### config.mk
export PLATFORM = sky130hd
export DESIGN_NAME = grid_torus_neighbor_gen
export DESIGN_NICKNAME = d
export VERILOG_FILES = /design/src/design/gtn_pkg.sv /design/src/design/gtn_front.sv /design/src/design/gtn_fifo.sv /design/src/design/gtn_back.sv /design/src/design/grid_torus_neighbor_gen.sv
export SDC_FILE = /design/constraint.sdc
export NUM_CORES = 2
export LEC_CHECK = 0
export BUFFER_PORTS_ARGS = -buffer_cell sky130_fd_sc_hd__buf_4
export CAP_MARGIN = 20
export CELL_PAD_IN_SITES_DETAIL_PLACEMENT = 0
export CELL_PAD_IN_SITES_GLOBAL_PLACEMENT = 1
export CORE_MARGIN = 1.5
export CORE_UTILIZATION = 25
export DETAILED_ROUTE_END_ITERATION = 8
export GPL_TIMING_DRIVEN = 0
export PLACE_DENSITY = 0.45
export RECOVER_POWER = 25
export SLEW_MARGIN = 20
export SYNTH_ARGS = -nofsm -noshare
export SYNTH_HDL_FRONTEND = slang
export SYNTH_SLANG_ARGS = --single-unit
### constraint.sdc
create_clock -name clk -period 15.7 [get_ports clk]
set_input_delay 4.71 -clock clk [delete_from_list [all_inputs] [get_ports clk]]
set_output_delay 4.71 -clock clk [all_outputs]
set_load 0.05 [all_outputs]
### src/design/gtn_pkg.sv
// shared types and constants for the grid / torus neighbour generator
// depends on nothing; imported by every module of the block
package gtn_pkg;

	// default cap on each grid dimension
	localparam int MAX_DIM_DEF = 1024;

	// field widths
	localparam int COORD_W = 10;
	localparam int DIM_W   = 11;
	localparam int VALUE_W = 31;
	localparam int DIR_W   = 3;
	localparam int CIDX_W  = 3;

	// queue between the front and back parts
	localparam int QDEPTH = 4;
	localparam int QPTR_W = $clog2(QDEPTH);
	localparam int QCNT_W = $clog2(QDEPTH + 1);

	// configuration register indexes
	localparam logic [CIDX_W-1:0] CFG_DIM_X      = 3'd0;
	localparam logic [CIDX_W-1:0] CFG_DIM_Y      = 3'd1;
	localparam logic [CIDX_W-1:0] CFG_DIM_Z      = 3'd2;
	localparam logic [CIDX_W-1:0] CFG_INDEX_BASE = 3'd3;
	localparam logic [CIDX_W-1:0] CFG_TORUS_MODE = 3'd4;

	// neighbour sides
	localparam logic [DIR_W-1:0] DIR_ZM = 3'd0;
	localparam logic [DIR_W-1:0] DIR_YM = 3'd1;
	localparam logic [DIR_W-1:0] DIR_XM = 3'd2;
	localparam logic [DIR_W-1:0] DIR_XP = 3'd3;
	localparam logic [DIR_W-1:0] DIR_YP = 3'd4;
	localparam logic [DIR_W-1:0] DIR_ZP = 3'd5;

	// result kinds
	localparam logic KIND_DEGREE   = 1'b0;
	localparam logic KIND_NEIGHBOR = 1'b1;

	// one classified vertex, as handed from front to back
	typedef struct packed {
		logic               err;       // coordinate out of range
		logic [2:0]         cnt;       // degree
		logic [5:0]         has;       // neighbour present, by side
		logic [2:0]         lo_wrap;   // -1 side wraps, by axis x,y,z
		logic [2:0]         hi_wrap;   // +1 side wraps, by axis x,y,z
		logic [VALUE_W-1:0] vnum;      // own vertex number incl. base
		logic [DIM_W-1:0]   dx;        // x stride for y neighbours
		logic [21:0]        plane;     // dx*dy, stride for z neighbours
		logic [21:0]        ywrap;     // (dy-1)*dx
		logic [VALUE_W-1:0] zwrap;     // (dz-1)*dx*dy, reduced
	} gtn_entry_t;

endpackage

### src/design/gtn_front.sv
// front part: takes vertex coordinates, checks range, works out the
// neighbour mask and the strides over three pipeline stages
// depends on gtn_pkg
module gtn_front import gtn_pkg::*; #(
	parameter int MAX_DIM = MAX_DIM_DEF
) (
	input  logic                clk,
	input  logic                arst_n,
	input  logic                in_valid,
	output logic                in_stall,
	input  logic [COORD_W-1:0]  coord_x,
	input  logic [COORD_W-1:0]  coord_y,
	input  logic [COORD_W-1:0]  coord_z,
	input  logic [DIM_W-1:0]    dim_x,
	input  logic [DIM_W-1:0]    dim_y,
	input  logic [DIM_W-1:0]    dim_z,
	input  logic                index_base,
	input  logic                torus_mode,
	input  logic                q_full,
	output logic                q_push,
	output gtn_entry_t          q_entry
);

	localparam logic [DIM_W-1:0] DIM_CAP =
		(MAX_DIM >= (1 << DIM_W) - 1) ? {DIM_W{1'b1}} : DIM_W'(MAX_DIM);

	function automatic logic [DIM_W-1:0] clamp_dim(input logic [DIM_W-1:0] d);
		return (d > DIM_CAP) ? DIM_CAP : d;
	endfunction

	logic adv;

	// stage 1: captured coordinates and effective dimensions
	logic                     v_s1;
	logic [2:0][COORD_W-1:0]  c_s1;
	logic [2:0][DIM_W-1:0]    d_s1;
	logic                     base_s1;
	logic                     torus_s1;

	// stage 2: classification and first products
	logic                     v_s2;
	logic                     err_s2;
	logic [2:0]               cnt_s2;
	logic [5:0]               has_s2;
	logic [2:0]               lo_wrap_s2;
	logic [2:0]               hi_wrap_s2;
	logic [20:0]              m1_s2;
	logic [21:0]              plane_s2;
	logic [21:0]              ywrap_s2;
	logic [COORD_W-1:0]       x_s2;
	logic [COORD_W-1:0]       y_s2;
	logic [DIM_W-1:0]         dx_s2;
	logic [DIM_W-1:0]         dz_s2;
	logic                     base_s2;

	// stage 3: finished entry
	logic                     v_s3;
	gtn_entry_t               ent_s3;

	logic                     err_c;
	logic [2:0]               cnt_c;
	logic [5:0]               has_c;
	logic [2:0]               lo_wrap_c;
	logic [2:0]               hi_wrap_c;
	logic [DIM_W-1:0]         c1;
	logic [21:0]              sum_c;
	logic [32:0]              vprod_c;
	logic [32:0]              zprod_c;

	assign adv      = !(v_s3 && q_full);
	assign in_stall = !adv;
	assign q_push   = v_s3 && !q_full;
	assign q_entry  = ent_s3;

	// per axis range check and neighbour presence
	always_comb begin
		err_c     = 1'b0;
		cnt_c     = 3'd0;
		has_c     = 6'd0;
		lo_wrap_c = 3'd0;
		hi_wrap_c = 3'd0;
		c1        = '0;
		for (int i = 0; i < 3; i++) begin
			c1 = {1'b0, c_s1[i]} + DIM_W'(1);
			if ({1'b0, c_s1[i]} >= d_s1[i])
				err_c = 1'b1;
			if (torus_s1) begin
				has_c[2-i] = d_s1[i] > DIM_W'(2);
				has_c[3+i] = d_s1[i] > DIM_W'(1);
			end else begin
				has_c[2-i] = c_s1[i] != '0;
				has_c[3+i] = c1 != d_s1[i];
			end
			lo_wrap_c[i] = torus_s1 && (c_s1[i] == '0);
			hi_wrap_c[i] = torus_s1 && (c1 == d_s1[i]);
		end
		for (int j = 0; j < 6; j++)
			cnt_c = cnt_c + {2'd0, has_c[j]};
	end

	// own vertex number and the z wrap stride
	always_comb begin
		sum_c   = {1'b0, m1_s2} + {12'd0, y_s2};
		vprod_c = {11'd0, sum_c} * {22'd0, dx_s2};
		zprod_c = {11'd0, plane_s2} * {22'd0, dz_s2 - DIM_W'(1)};
	end

	always_ff @(posedge clk or negedge arst_n) begin
		if (!arst_n) begin
			v_s1 <= 1'b0;
			v_s2 <= 1'b0;
			v_s3 <= 1'b0;
		end else if (adv) begin
			v_s1 <= in_valid;
			v_s2 <= v_s1;
			v_s3 <= v_s2;
		end
	end

	always_ff @(posedge clk) begin
		if (adv) begin
			c_s1     <= {coord_z, coord_y, coord_x};
			d_s1     <= {clamp_dim(dim_z), clamp_dim(dim_y), clamp_dim(dim_x)};
			base_s1  <= index_base;
			torus_s1 <= torus_mode;

			err_s2     <= err_c;
			cnt_s2     <= cnt_c;
			has_s2     <= has_c;
			lo_wrap_s2 <= lo_wrap_c;
			hi_wrap_s2 <= hi_wrap_c;
			m1_s2      <= {11'd0, c_s1[2]} * {10'd0, d_s1[1]};
			plane_s2   <= {11'd0, d_s1[0]} * {11'd0, d_s1[1]};
			ywrap_s2   <= {11'd0, d_s1[1] - DIM_W'(1)} * {11'd0, d_s1[0]};
			x_s2       <= c_s1[0];
			y_s2       <= c_s1[1];
			dx_s2      <= d_s1[0];
			dz_s2      <= d_s1[2];
			base_s2    <= base_s1;

			ent_s3.err     <= err_s2;
			ent_s3.cnt     <= cnt_s2;
			ent_s3.has     <= has_s2;
			ent_s3.lo_wrap <= lo_wrap_s2;
			ent_s3.hi_wrap <= hi_wrap_s2;
			ent_s3.vnum    <= vprod_c[VALUE_W-1:0] + {21'd0, x_s2} + {30'd0, base_s2};
			ent_s3.dx      <= dx_s2;
			ent_s3.plane   <= plane_s2;
			ent_s3.ywrap   <= ywrap_s2;
			ent_s3.zwrap   <= zprod_c[VALUE_W-1:0];
		end
	end

endmodule

### src/design/gtn_fifo.sv
// short queue of classified vertices between front and back parts
// depends on gtn_pkg
module gtn_fifo import gtn_pkg::*; (
	input  logic        clk,
	input  logic        arst_n,
	input  logic        push,
	input  gtn_entry_t  wdata,
	input  logic        pop,
	output gtn_entry_t  head,
	output logic        full,
	output logic        empty
);

	gtn_entry_t          mem_q [QDEPTH];
	logic [QPTR_W-1:0]   wptr_q;
	logic [QPTR_W-1:0]   rptr_q;
	logic [QCNT_W-1:0]   cnt_q;

	assign full  = cnt_q == QCNT_W'(QDEPTH);
	assign empty = cnt_q == '0;
	assign head  = mem_q[rptr_q];

	always_ff @(posedge clk or negedge arst_n) begin
		if (!arst_n) begin
			wptr_q <= '0;
			rptr_q <= '0;
			cnt_q  <= '0;
		end else begin
			if (push)
				wptr_q <= wptr_q + QPTR_W'(1);
			if (pop)
				rptr_q <= rptr_q + QPTR_W'(1);
			if (push && !pop)
				cnt_q <= cnt_q + QCNT_W'(1);
			else if (pop && !push)
				cnt_q <= cnt_q - QCNT_W'(1);
		end
	end

	always_ff @(posedge clk) begin
		if (push)
			mem_q[wptr_q] <= wdata;
	end

endmodule

### src/design/gtn_back.sv
// back part: walks the queued vertex, one result per cycle while the output is not stalled,
// into the output register; depends on gtn_pkg
module gtn_back import gtn_pkg::*; (
	input  logic                clk,
	input  logic                arst_n,
	input  gtn_entry_t          head,
	input  logic                q_empty,
	output logic                q_pop,
	output logic                out_valid,
	input  logic                out_stall,
	output logic                result_kind,
	output logic [VALUE_W-1:0]  value,
	output logic [DIR_W-1:0]    direction,
	output logic                coord_error,
	output logic                last
);

	logic                nb_phase_q;
	logic [5:0]          rem_q;
	logic                out_valid_q;
	logic                kind_q;
	logic [VALUE_W-1:0]  value_q;
	logic [DIR_W-1:0]    dir_q;
	logic                err_q;
	logic                last_q;

	logic                load;
	logic                deg_last;
	logic [DIR_W-1:0]    pick;
	logic [5:0]          pick_oh;
	logic [5:0]          rem_after;
	logic [VALUE_W-1:0]  mag;
	logic                neg;
	logic [VALUE_W-1:0]  nb_val;
	logic [DIM_W-1:0]    dxm1;

	assign load     = !out_valid_q || !out_stall;
	assign deg_last = head.err || (head.has == '0);
	assign q_pop    = load && !q_empty && (nb_phase_q ? (rem_after == '0) : deg_last);

	// lowest remaining side goes next
	always_comb begin
		pick    = DIR_ZM;
		pick_oh = 6'd0;
		for (int i = 5; i >= 0; i--) begin
			if (rem_q[i]) begin
				pick    = DIR_W'(i);
				pick_oh = 6'd1 << i;
			end
		end
		rem_after = rem_q & ~pick_oh;
	end

	// step from the own vertex number to the neighbour
	always_comb begin
		dxm1 = head.dx - DIM_W'(1);
		mag  = '0;
		neg  = 1'b0;
		unique case (pick)
			DIR_ZM: begin
				mag = head.lo_wrap[2] ? head.zwrap : {9'd0, head.plane};
				neg = !head.lo_wrap[2];
			end
			DIR_YM: begin
				mag = head.lo_wrap[1] ? {9'd0, head.ywrap} : {20'd0, head.dx};
				neg = !head.lo_wrap[1];
			end
			DIR_XM: begin
				mag = head.lo_wrap[0] ? {20'd0, dxm1} : VALUE_W'(1);
				neg = !head.lo_wrap[0];
			end
			DIR_XP: begin
				mag = head.hi_wrap[0] ? {20'd0, dxm1} : VALUE_W'(1);
				neg = head.hi_wrap[0];
			end
			DIR_YP: begin
				mag = head.hi_wrap[1] ? {9'd0, head.ywrap} : {20'd0, head.dx};
				neg = head.hi_wrap[1];
			end
			DIR_ZP: begin
				mag = head.hi_wrap[2] ? head.zwrap : {9'd0, head.plane};
				neg = head.hi_wrap[2];
			end
			default: begin
				mag = '0;
				neg = 1'b0;
			end
		endcase
		nb_val = neg ? head.vnum - mag : head.vnum + mag;
	end

	always_ff @(posedge clk or negedge arst_n) begin
		if (!arst_n) begin
			out_valid_q <= 1'b0;
			nb_phase_q  <= 1'b0;
			rem_q       <= '0;
		end else if (load) begin
			out_valid_q <= !q_empty;
			if (!q_empty) begin
				if (!nb_phase_q) begin
					if (!deg_last) begin
						nb_phase_q <= 1'b1;
						rem_q      <= head.has;
					end
				end else begin
					rem_q <= rem_after;
					if (rem_after == '0)
						nb_phase_q <= 1'b0;
				end
			end
		end
	end

	always_ff @(posedge clk) begin
		if (load && !q_empty) begin
			if (!nb_phase_q) begin
				kind_q  <= KIND_DEGREE;
				value_q <= head.err ? '0 : {28'd0, head.cnt};
				dir_q   <= DIR_ZM;
				err_q   <= head.err;
				last_q  <= deg_last;
			end else begin
				kind_q  <= KIND_NEIGHBOR;
				value_q <= nb_val;
				dir_q   <= pick;
				err_q   <= 1'b0;
				last_q  <= rem_after == '0;
			end
		end
	end

	assign out_valid   = out_valid_q;
	assign result_kind = kind_q;
	assign value       = value_q;
	assign direction   = dir_q;
	assign coord_error = err_q;
	assign last        = last_q;

endmodule

### src/design/grid_torus_neighbor_gen.sv
// 3d grid / torus neighbour generator, top level
// holds the configuration registers and joins front, queue and back
// depends on gtn_pkg, gtn_front, gtn_fifo, gtn_back
//
// usage
//   configuration: write dim_x, dim_y, dim_z, index_base and torus_mode over
//   the cfg channel (cfg_index 0 to 4, cfg_data); cfg_ready is always high,
//   a transfer with any other index is ignored; write only while idle
//   input: one vertex (coord_x, coord_y, coord_z) per transfer on in_valid /
//   in_stall; a new vertex may be taken every cycle while the queue has room
//   output: per vertex first a degree result, then one result per neighbour
//   in side order z-1, y-1, x-1, x+1, y+1, z+1, last marking the final one;
//   an out-of-range coordinate gives a single result with coord_error set
//   path: a vertex passes the three front stages and a queue slot, then its
//   first result is offered from the output register
//   throughput: one result per cycle on the output while out_stall is low, so
//   a vertex gives 1 to 7 results there, the back part stepping one side per
//   cycle; the front runs ahead by up to the queue depth plus three stages
//   stall: a stalled output holds its payload; the queue fills, then
//   in_stall rises until the back part frees a slot
//   reset: dims go to 1, base and torus mode to 0, queue and pipeline empty
module grid_torus_neighbor_gen import gtn_pkg::*; #(
	parameter int MAX_DIM = MAX_DIM_DEF
) (
	input  logic                clk,
	input  logic                arst_n,
	// configuration writes
	input  logic                cfg_valid,
	output logic                cfg_ready,
	input  logic [CIDX_W-1:0]   cfg_index,
	input  logic [DIM_W-1:0]    cfg_data,
	// vertex input
	input  logic                in_valid,
	output logic                in_stall,
	input  logic [COORD_W-1:0]  coord_x,
	input  logic [COORD_W-1:0]  coord_y,
	input  logic [COORD_W-1:0]  coord_z,
	// result output
	output logic                out_valid,
	input  logic                out_stall,
	output logic                result_kind,
	output logic [VALUE_W-1:0]  value,
	output logic [DIR_W-1:0]    direction,
	output logic                coord_error,
	output logic                last
);

	logic [DIM_W-1:0]  dim_x_q;
	logic [DIM_W-1:0]  dim_y_q;
	logic [DIM_W-1:0]  dim_z_q;
	logic              index_base_q;
	logic              torus_mode_q;

	logic              q_push;
	logic              q_pop;
	logic              q_full;
	logic              q_empty;
	gtn_entry_t        q_wdata;
	gtn_entry_t        q_head;

	// register file is always ready to take a write
	assign cfg_ready = 1'b1;

	always_ff @(posedge clk or negedge arst_n) begin
		if (!arst_n) begin
			dim_x_q      <= DIM_W'(1);
			dim_y_q      <= DIM_W'(1);
			dim_z_q      <= DIM_W'(1);
			index_base_q <= 1'b0;
			torus_mode_q <= 1'b0;
		end else if (cfg_valid && cfg_ready) begin
			unique case (cfg_index)
				CFG_DIM_X:      dim_x_q      <= cfg_data;
				CFG_DIM_Y:      dim_y_q      <= cfg_data;
				CFG_DIM_Z:      dim_z_q      <= cfg_data;
				CFG_INDEX_BASE: index_base_q <= cfg_data[0];
				CFG_TORUS_MODE: torus_mode_q <= cfg_data[0];
				default: ;
			endcase
		end
	end

	// classify and compute strides
	gtn_front #(
		.MAX_DIM (MAX_DIM)
	) u_front (
		.clk        (clk),
		.arst_n     (arst_n),
		.in_valid   (in_valid),
		.in_stall   (in_stall),
		.coord_x    (coord_x),
		.coord_y    (coord_y),
		.coord_z    (coord_z),
		.dim_x      (dim_x_q),
		.dim_y      (dim_y_q),
		.dim_z      (dim_z_q),
		.index_base (index_base_q),
		.torus_mode (torus_mode_q),
		.q_full     (q_full),
		.q_push     (q_push),
		.q_entry    (q_wdata)
	);

	// decouples the front from output stalls
	gtn_fifo u_fifo (
		.clk    (clk),
		.arst_n (arst_n),
		.push   (q_push),
		.wdata  (q_wdata),
		.pop    (q_pop),
		.head   (q_head),
		.full   (q_full),
		.empty  (q_empty)
	);

	// one result per cycle into the output register while the output is not stalled
	gtn_back u_back (
		.clk         (clk),
		.arst_n      (arst_n),
		.head        (q_head),
		.q_empty     (q_empty),
		.q_pop       (q_pop),
		.out_valid   (out_valid),
		.out_stall   (out_stall),
		.result_kind (result_kind),
		.value       (value),
		.direction   (direction),
		.coord_error (coord_error),
		.last        (last)
	);

endmodule
======== Yosys cells after proc, flatten, opt, wreduce, memory -nomap -nowiden ========
Memory sizes are Yosys's and may differ from the RTL's.
Cells that the tools add are included.
word-level totals
  register bits after elaboration ......... 412
  latch bits .............................. 0
  bits in writable memories ............... 532
  ROM bits ................................ 0
  bits of input ports ..................... 49
  output and inout port bits .............. 40
  word-level logic and storage cells ...... 191
  memories ................................ 1
memories
  memory        words  width  read ports  clocked after memory_dff  wr ports  line            source
  u_fifo.mem_q  4      133    1           0                         1         gtn_fifo.sv:14  gtn_entry_t mem_q [QDEPTH];
operators by class
  add/sub/neg operators ................... 20
  $mul .................................... 5
  div/mod/pow operators ................... 0
  order comparisons ....................... 12
  equality and inequality tests ........... 17
  shift-type cells ........................ 0
  multiplexer cells ....................... 40
  bitwise gates (word level) .............. 3
  reductions and logical operators ........ 43
operator list
  cell                   number
  $pmux 31 s6            1
  $mux 31                4
  $mul 22x11->31         2
  $mux 6                 8
  $mul 11x11->22         2
  $mux 22                2
  $add 10x1->11 const B  3
  $eq 11x11->1           3
  $ge 10x11->1           3
  $gt 11x1->1 const B    3
  $gt 11x11->1 const B   3
  $gt 11x2->1 const B    3
  $ne 11x11->1           3
  $sub 11x1->11 const B  3
  $add 31x1->31          1
  $add 31x10->31         1
  $add 31x31->31         1
  $sub 31x31->31         1
  $logic_not 10->1       3
  $reduce_bool 10->1     3
  $mux 3                 9
  $add 21x10->22         1
  $mux 11                2
  $mul 10x11->21         1
  other kinds (24)       74

======== Depth between registers and ports, before layout ========
  depth in word-level cells ............... 14
  gate-level depth with buffers ........... 31
  depth with buffers taken out ............ 30

======== Hierarchy ========
A second synthesis with hierarchy kept.
unflattened totals
  cells, all modules ...................... 5357
  area total of the unflattened synthesis .. 65532.9 um^2
by module, submodules not included
  module                   times used  cells each  area each (um^2)  sequential area each (um^2)
  gtn_front                1           3919        39365.3           9744.3
  gtn_fifo                 1           729         19550.0           16150.5
  gtn_back                 1           629         5149.9            1311.3
  grid_torus_neighbor_gen  1           80          1467.7            879.6

======== Worst setup path after synthesis ========
No wires, ideal clock.
  path type ............................... in2reg
  from .................................... in out_stall
  to ...................................... reg u_fifo.cnt_q[1]
  library setup time ...................... 125 ps
  arrival time ............................ 8009 ps
  data required time ...................... 15575 ps
  path slack .............................. 7566 ps
  stages on the path ...................... 6
  path buffers ............................ 0
  cell sequence ........................... a21oi_1 -> nand2_1 -> ha_1 -> inv_1 -> fa_1 -> mux2_2
between the ends
  longest elaborated chain between the ends .. 7
  elaborated cells between the ends (all ways) .. 9
  those cells by class .................... mux: 1; reduce/logical: 8
ends and longest elaborated chain
  what                                         line                           source
  from (decl)                                  grid_torus_neighbor_gen.sv:40  input logic out_stall,
  $logic_not 1->1 (*)                          gtn_back.sv:37                 assign load = !out_valid_q || !out_stall;
  $logic_or 1x1->1 (*)                         gtn_back.sv:37
  $logic_and 1x1->1 (*) (2 in series)          gtn_back.sv:39                 assign q_pop = load && !q_empty && (nb_phase_q ? (rem_after == '0) : deg_last);
  $logic_not 1->1                              gtn_fifo.sv:33                 if (push && !pop)
  $logic_and 1x1->1                            gtn_fifo.sv:33
  $mux 3 or $reduce_bool 2->1 (tied branches)  n/a
  to (signal assigned)                         gtn_fifo.sv:34                 cnt_q <= cnt_q + QCNT_W'(1);
  to (signal assigned)                         gtn_fifo.sv:36                 cnt_q <= cnt_q - QCNT_W'(1);
  to (decl)                                    gtn_fifo.sv:17                 logic [QCNT_W-1:0] cnt_q;
Mark *: on every way between the ends. The rest lies on a longest branch, timed or not.
A chain may end at the register's enable or synchronous reset.

======== Worst setup path in the final report ========
  from .................................... reg u_front.dz_s2[0]
  to ...................................... reg u_front.ent_s3 (netlist bit u_front.q_entry[28]) (data pin)
between the ends
  longest elaborated chain between the ends .. 2
ends and longest elaborated chain
  what                     line              source
  from (decl)              gtn_front.sv:53   logic [DIM_W-1:0] dz_s2;
  from (signal assigned)   gtn_front.sv:138  dz_s2 <= d_s1[2];
  $sub 11x1->11            gtn_front.sv:105  zprod_c = {11'd0, plane_s2} * {22'd0, dz_s2 - DIM_W'(1)};
  $mul 22x11->31           gtn_front.sv:105
  net u_front.zprod_c[28]  gtn_front.sv:68   logic [32:0] zprod_c;
  to (decl)                gtn_front.sv:58   gtn_entry_t ent_s3;
The timed path passes the listed nets, and every way through them passes these cells.

==> metrics <==
vias=about 40000; CTS buffer count=slightly above 100; first-iteration detailed-routing DRC count=~2500; Pins Over Slew Limit=0; Worst-path clk slew=70 ps; Hold Startpoint=u_front.has_s2[2]; synth top area cells=edfxtp_1 (41%), fa_1 (18%), ha_1 (7.6%); final wirelength=203 mm; FMAX=0.114 GHz; setup TNS=0 ps; reg2reg end=u_front.q_entry[28]; Netlist cell types=~90; clock sink total=~940; CTS H-tree depth=3; Placeable Area=260000 um2; Post-Syn Area=~66000 um2; Die Wd=a little over 500 um; number of flops mapped to enable cells by yosys=just under 900; initial antenna violation count=24; worst min path class=reg -> reg; Post-synth ARST share=roughly 5.6%; detailed placer's ending HPWL=around 160 mm; post-cts sizing count=0; Final ANT Viol Nets=0; Worst Tran Pin Value=between 1000 and 1500 ps; Worst EP required=between 15000 and 20000 ps; vias in the first global route=between 40000 and 50000; worst r2r src=u_front.dz_s2[0]; TritonRoute pass-1 iters=5; # hold bufs at CTS=0; vias per cell=4.38; CP startpoint kind=flip-flop; #FFs+latches synth=around 940; FILL cells=between 20000 and 30000; Synth area leader=edfxtp_1; Tot GR Track Use=about 15%; layout cell share with drive strength beyond 1=about 8.6%; Hold EP=u_front.q_entry[125]; Syn Area/Cell=approximately 12 um2; Seq/Total Area, Yosys=42.8%; # nets final=6667; port bufs=87; Die Height=around 520 um; Row Count=approximately 190; warnings from Yosys=0; clk buf depth=3; drt wl/cell=22.1 um; RD Place Congestion=around 0.83; Skew-Pair Late Insertion Delay=between 700 and 800 ps; critical path class=reg -> reg; Syn Nets=6455; Final period util=~56%; hold depth=0; first-pass GRT wire length=between 200 and 300 mm; die area=between 200000 and 300000 um2; Slew headroom=25.7%; cells after synthesis=around 5400; maximum number of pins on one net before global-route repair=slightly below 100; Area Overhead vs Synth=13.6%; I/O pin total=89; status=finished clean; ys flop type=edfxtp_1; MaxCap Viol Count=0; Remaining DRCs=0; reg-to-reg slack, setup=6910 ps; Final min period=just under 9000 ps; RSZ-0062 raised after global routing=false; total congestion overflow=0; CP endpoint kind=flip-flop; # Post-CTS Setup Buffers=0; critical path peak fanout=10; CTS tree=built; setup violation total in the final timing report=0; Reg2Reg Depth=25; Yosys top cell area share=between 40 and 50%; Initial Utilization=25.2%; register area=28100 um2; Multi-input gate area=33700 um2; CTS root buf=clkbuf_16; Worst Clk Skew=just under 80 ps; Fin. Hold Viols=0; CP Data Arrival Time=just over 9000 ps
==> registers in the layout (all words and copies together) (netlist names), 3 cells and up <==
signal              cells
u_back.rem_q            6
u_front.lo_wrap_s2      3
u_front.m1_s2          21
u_front.dx_s2          11
u_front.ywrap_s2       22
u_front.x_s2           10
u_front.y_s2           10
u_front.has_s2          6
dim_x_q                11
u_front.plane_s2       22
u_front.c_s1           30
u_back.value           31
u_front.hi_wrap_s2      3
dim_y_q                11
u_fifo.mem_q          532
u_fifo.cnt_q            3
u_front.d_s1           33
u_back.direction        3
u_front.cnt_s2          3
u_front.q_entry       133
u_front.dz_s2          11
dim_z_q                11
==> cells in the final DEF, fill, tap and decap left out, types with 103 or more instances in the layout <==
master       n
edfxtp_1   891
inv_1      769
fa_1       603
nand2_1    562
ha_1       399
and2_1     255
nor2_1     254
clkbuf_1   214
xnor2_1    165
a21oi_1    138
mux4_2     123
o21ai_0    107
clkbuf_16  103
==> synth_stat cells, drive strengths merged, types with 91 or more instances <==
| cell type | instances |
|---|---|
| nor2b | 91 |
| a21oi | 139 |
| ha | 399 |
| mux4 | 127 |
| xnor2 | 165 |
| and2 | 259 |
| edfxtp | 891 |
| clkbuf | 184 |
| nand2 | 562 |
| o21ai | 110 |
| inv | 770 |
| fa | 603 |
| nor2 | 254 |
==> logic make-up (layout without fill, tap and decap cells) <==
group | after synthesis | in the layout | synth area share [%]
AND/OR/NAND/NOR | 1461 | 1461 | 10.8
buffers and inverters | 1005 | 1302 | 5.96
adder cells (fa/ha/maj) | 1003 | 1003 | 26.0
flip-flops | 944 | 944 | 42.8
AO/OA/AOI/OAI | 514 | 514 | 5.08
XOR/XNOR | 240 | 240 | 3.20
multiplexers | 236 | 236 | 6.13
other | 1 | 6 | 0.00572
==> final cells by class <==
cell class	count	area share, %
Sequential cell	944	37.7
Antenna cell	5	0.0168
Timing Repair Buffer	107	1.50
Inverter	779	3.93
Clock inverter	56	0.861
Clock buffer	134	3.63
Buffer	226	1.32
Tap cell	3496	5.87
Multi-Input combinational cell	3455	45.2
==> stage by stage <==
stage          hold slack [ps]  cells  setup slack (ps)  util [%]  area, um2
5_1_grt                    397   9198              6280      28.6      74500
3_5_place_dp               405   9007              6570      27.4      71200
6_report                   397   9202              6910      28.6      74500
4_1_cts                    392   9197              6600      28.6      74500
3_3_place_gp               405   8987              4020      27.1      70600
2_1_floorplan              400   5404              7570         -      65600
==> per-layer routing <==
layer,up-vias,part of all wire [%],track usage (%)
met3,177,3.7,1.76
met4,2,1.6,2.66
met2,753,45,24.1
met1,20700,50,22.6
met5,-,0.0064,0
li1,18700,-,-
==> worst max-delay path: stages, from the launching register on <==
cell      delay, ps
edfxtp_1        650
clkinv_1        340
clkbuf_1        570
ha_1            360
nand2_1          90
xnor2_1         600
clkbuf_1        630
nand2_1         150
fa_1            490
fa_1            520
inv_1            60
fa_1            560
inv_1            60
fa_1            400
inv_1           100
fa_1            430
ha_1            360
a21oi_1         320
nor2b_1          80
a41oi_1         240
nand4_1         190
a31oi_1         420
o21ai_0         220
a21oi_1         230
nand2b_1         90
xor2_1          400
==> how the worst max path moves through the flow <==
stage                      from                   to  slack [ps]  cells past startpoint
2_1_floorplan         out_stall      u_fifo.cnt_q[1]        7570                      6
3_3_place_gp    u_fifo.cnt_q[0]     u_front.c_s1[16]        4020                      4
3_5_place_dp   u_front.dz_s2[0]  u_front.q_entry[29]        6570                     23
4_1_cts        u_front.dz_s2[0]  u_front.q_entry[29]        6600                     23
5_1_grt        u_front.dz_s2[0]  u_front.q_entry[29]        6280                     23
6_report       u_front.dz_s2[0]  u_front.q_entry[28]        6910                     25
Power is not shown: default switching activity piles up to over one toggle a cycle in this logic, so the estimate is an artifact.
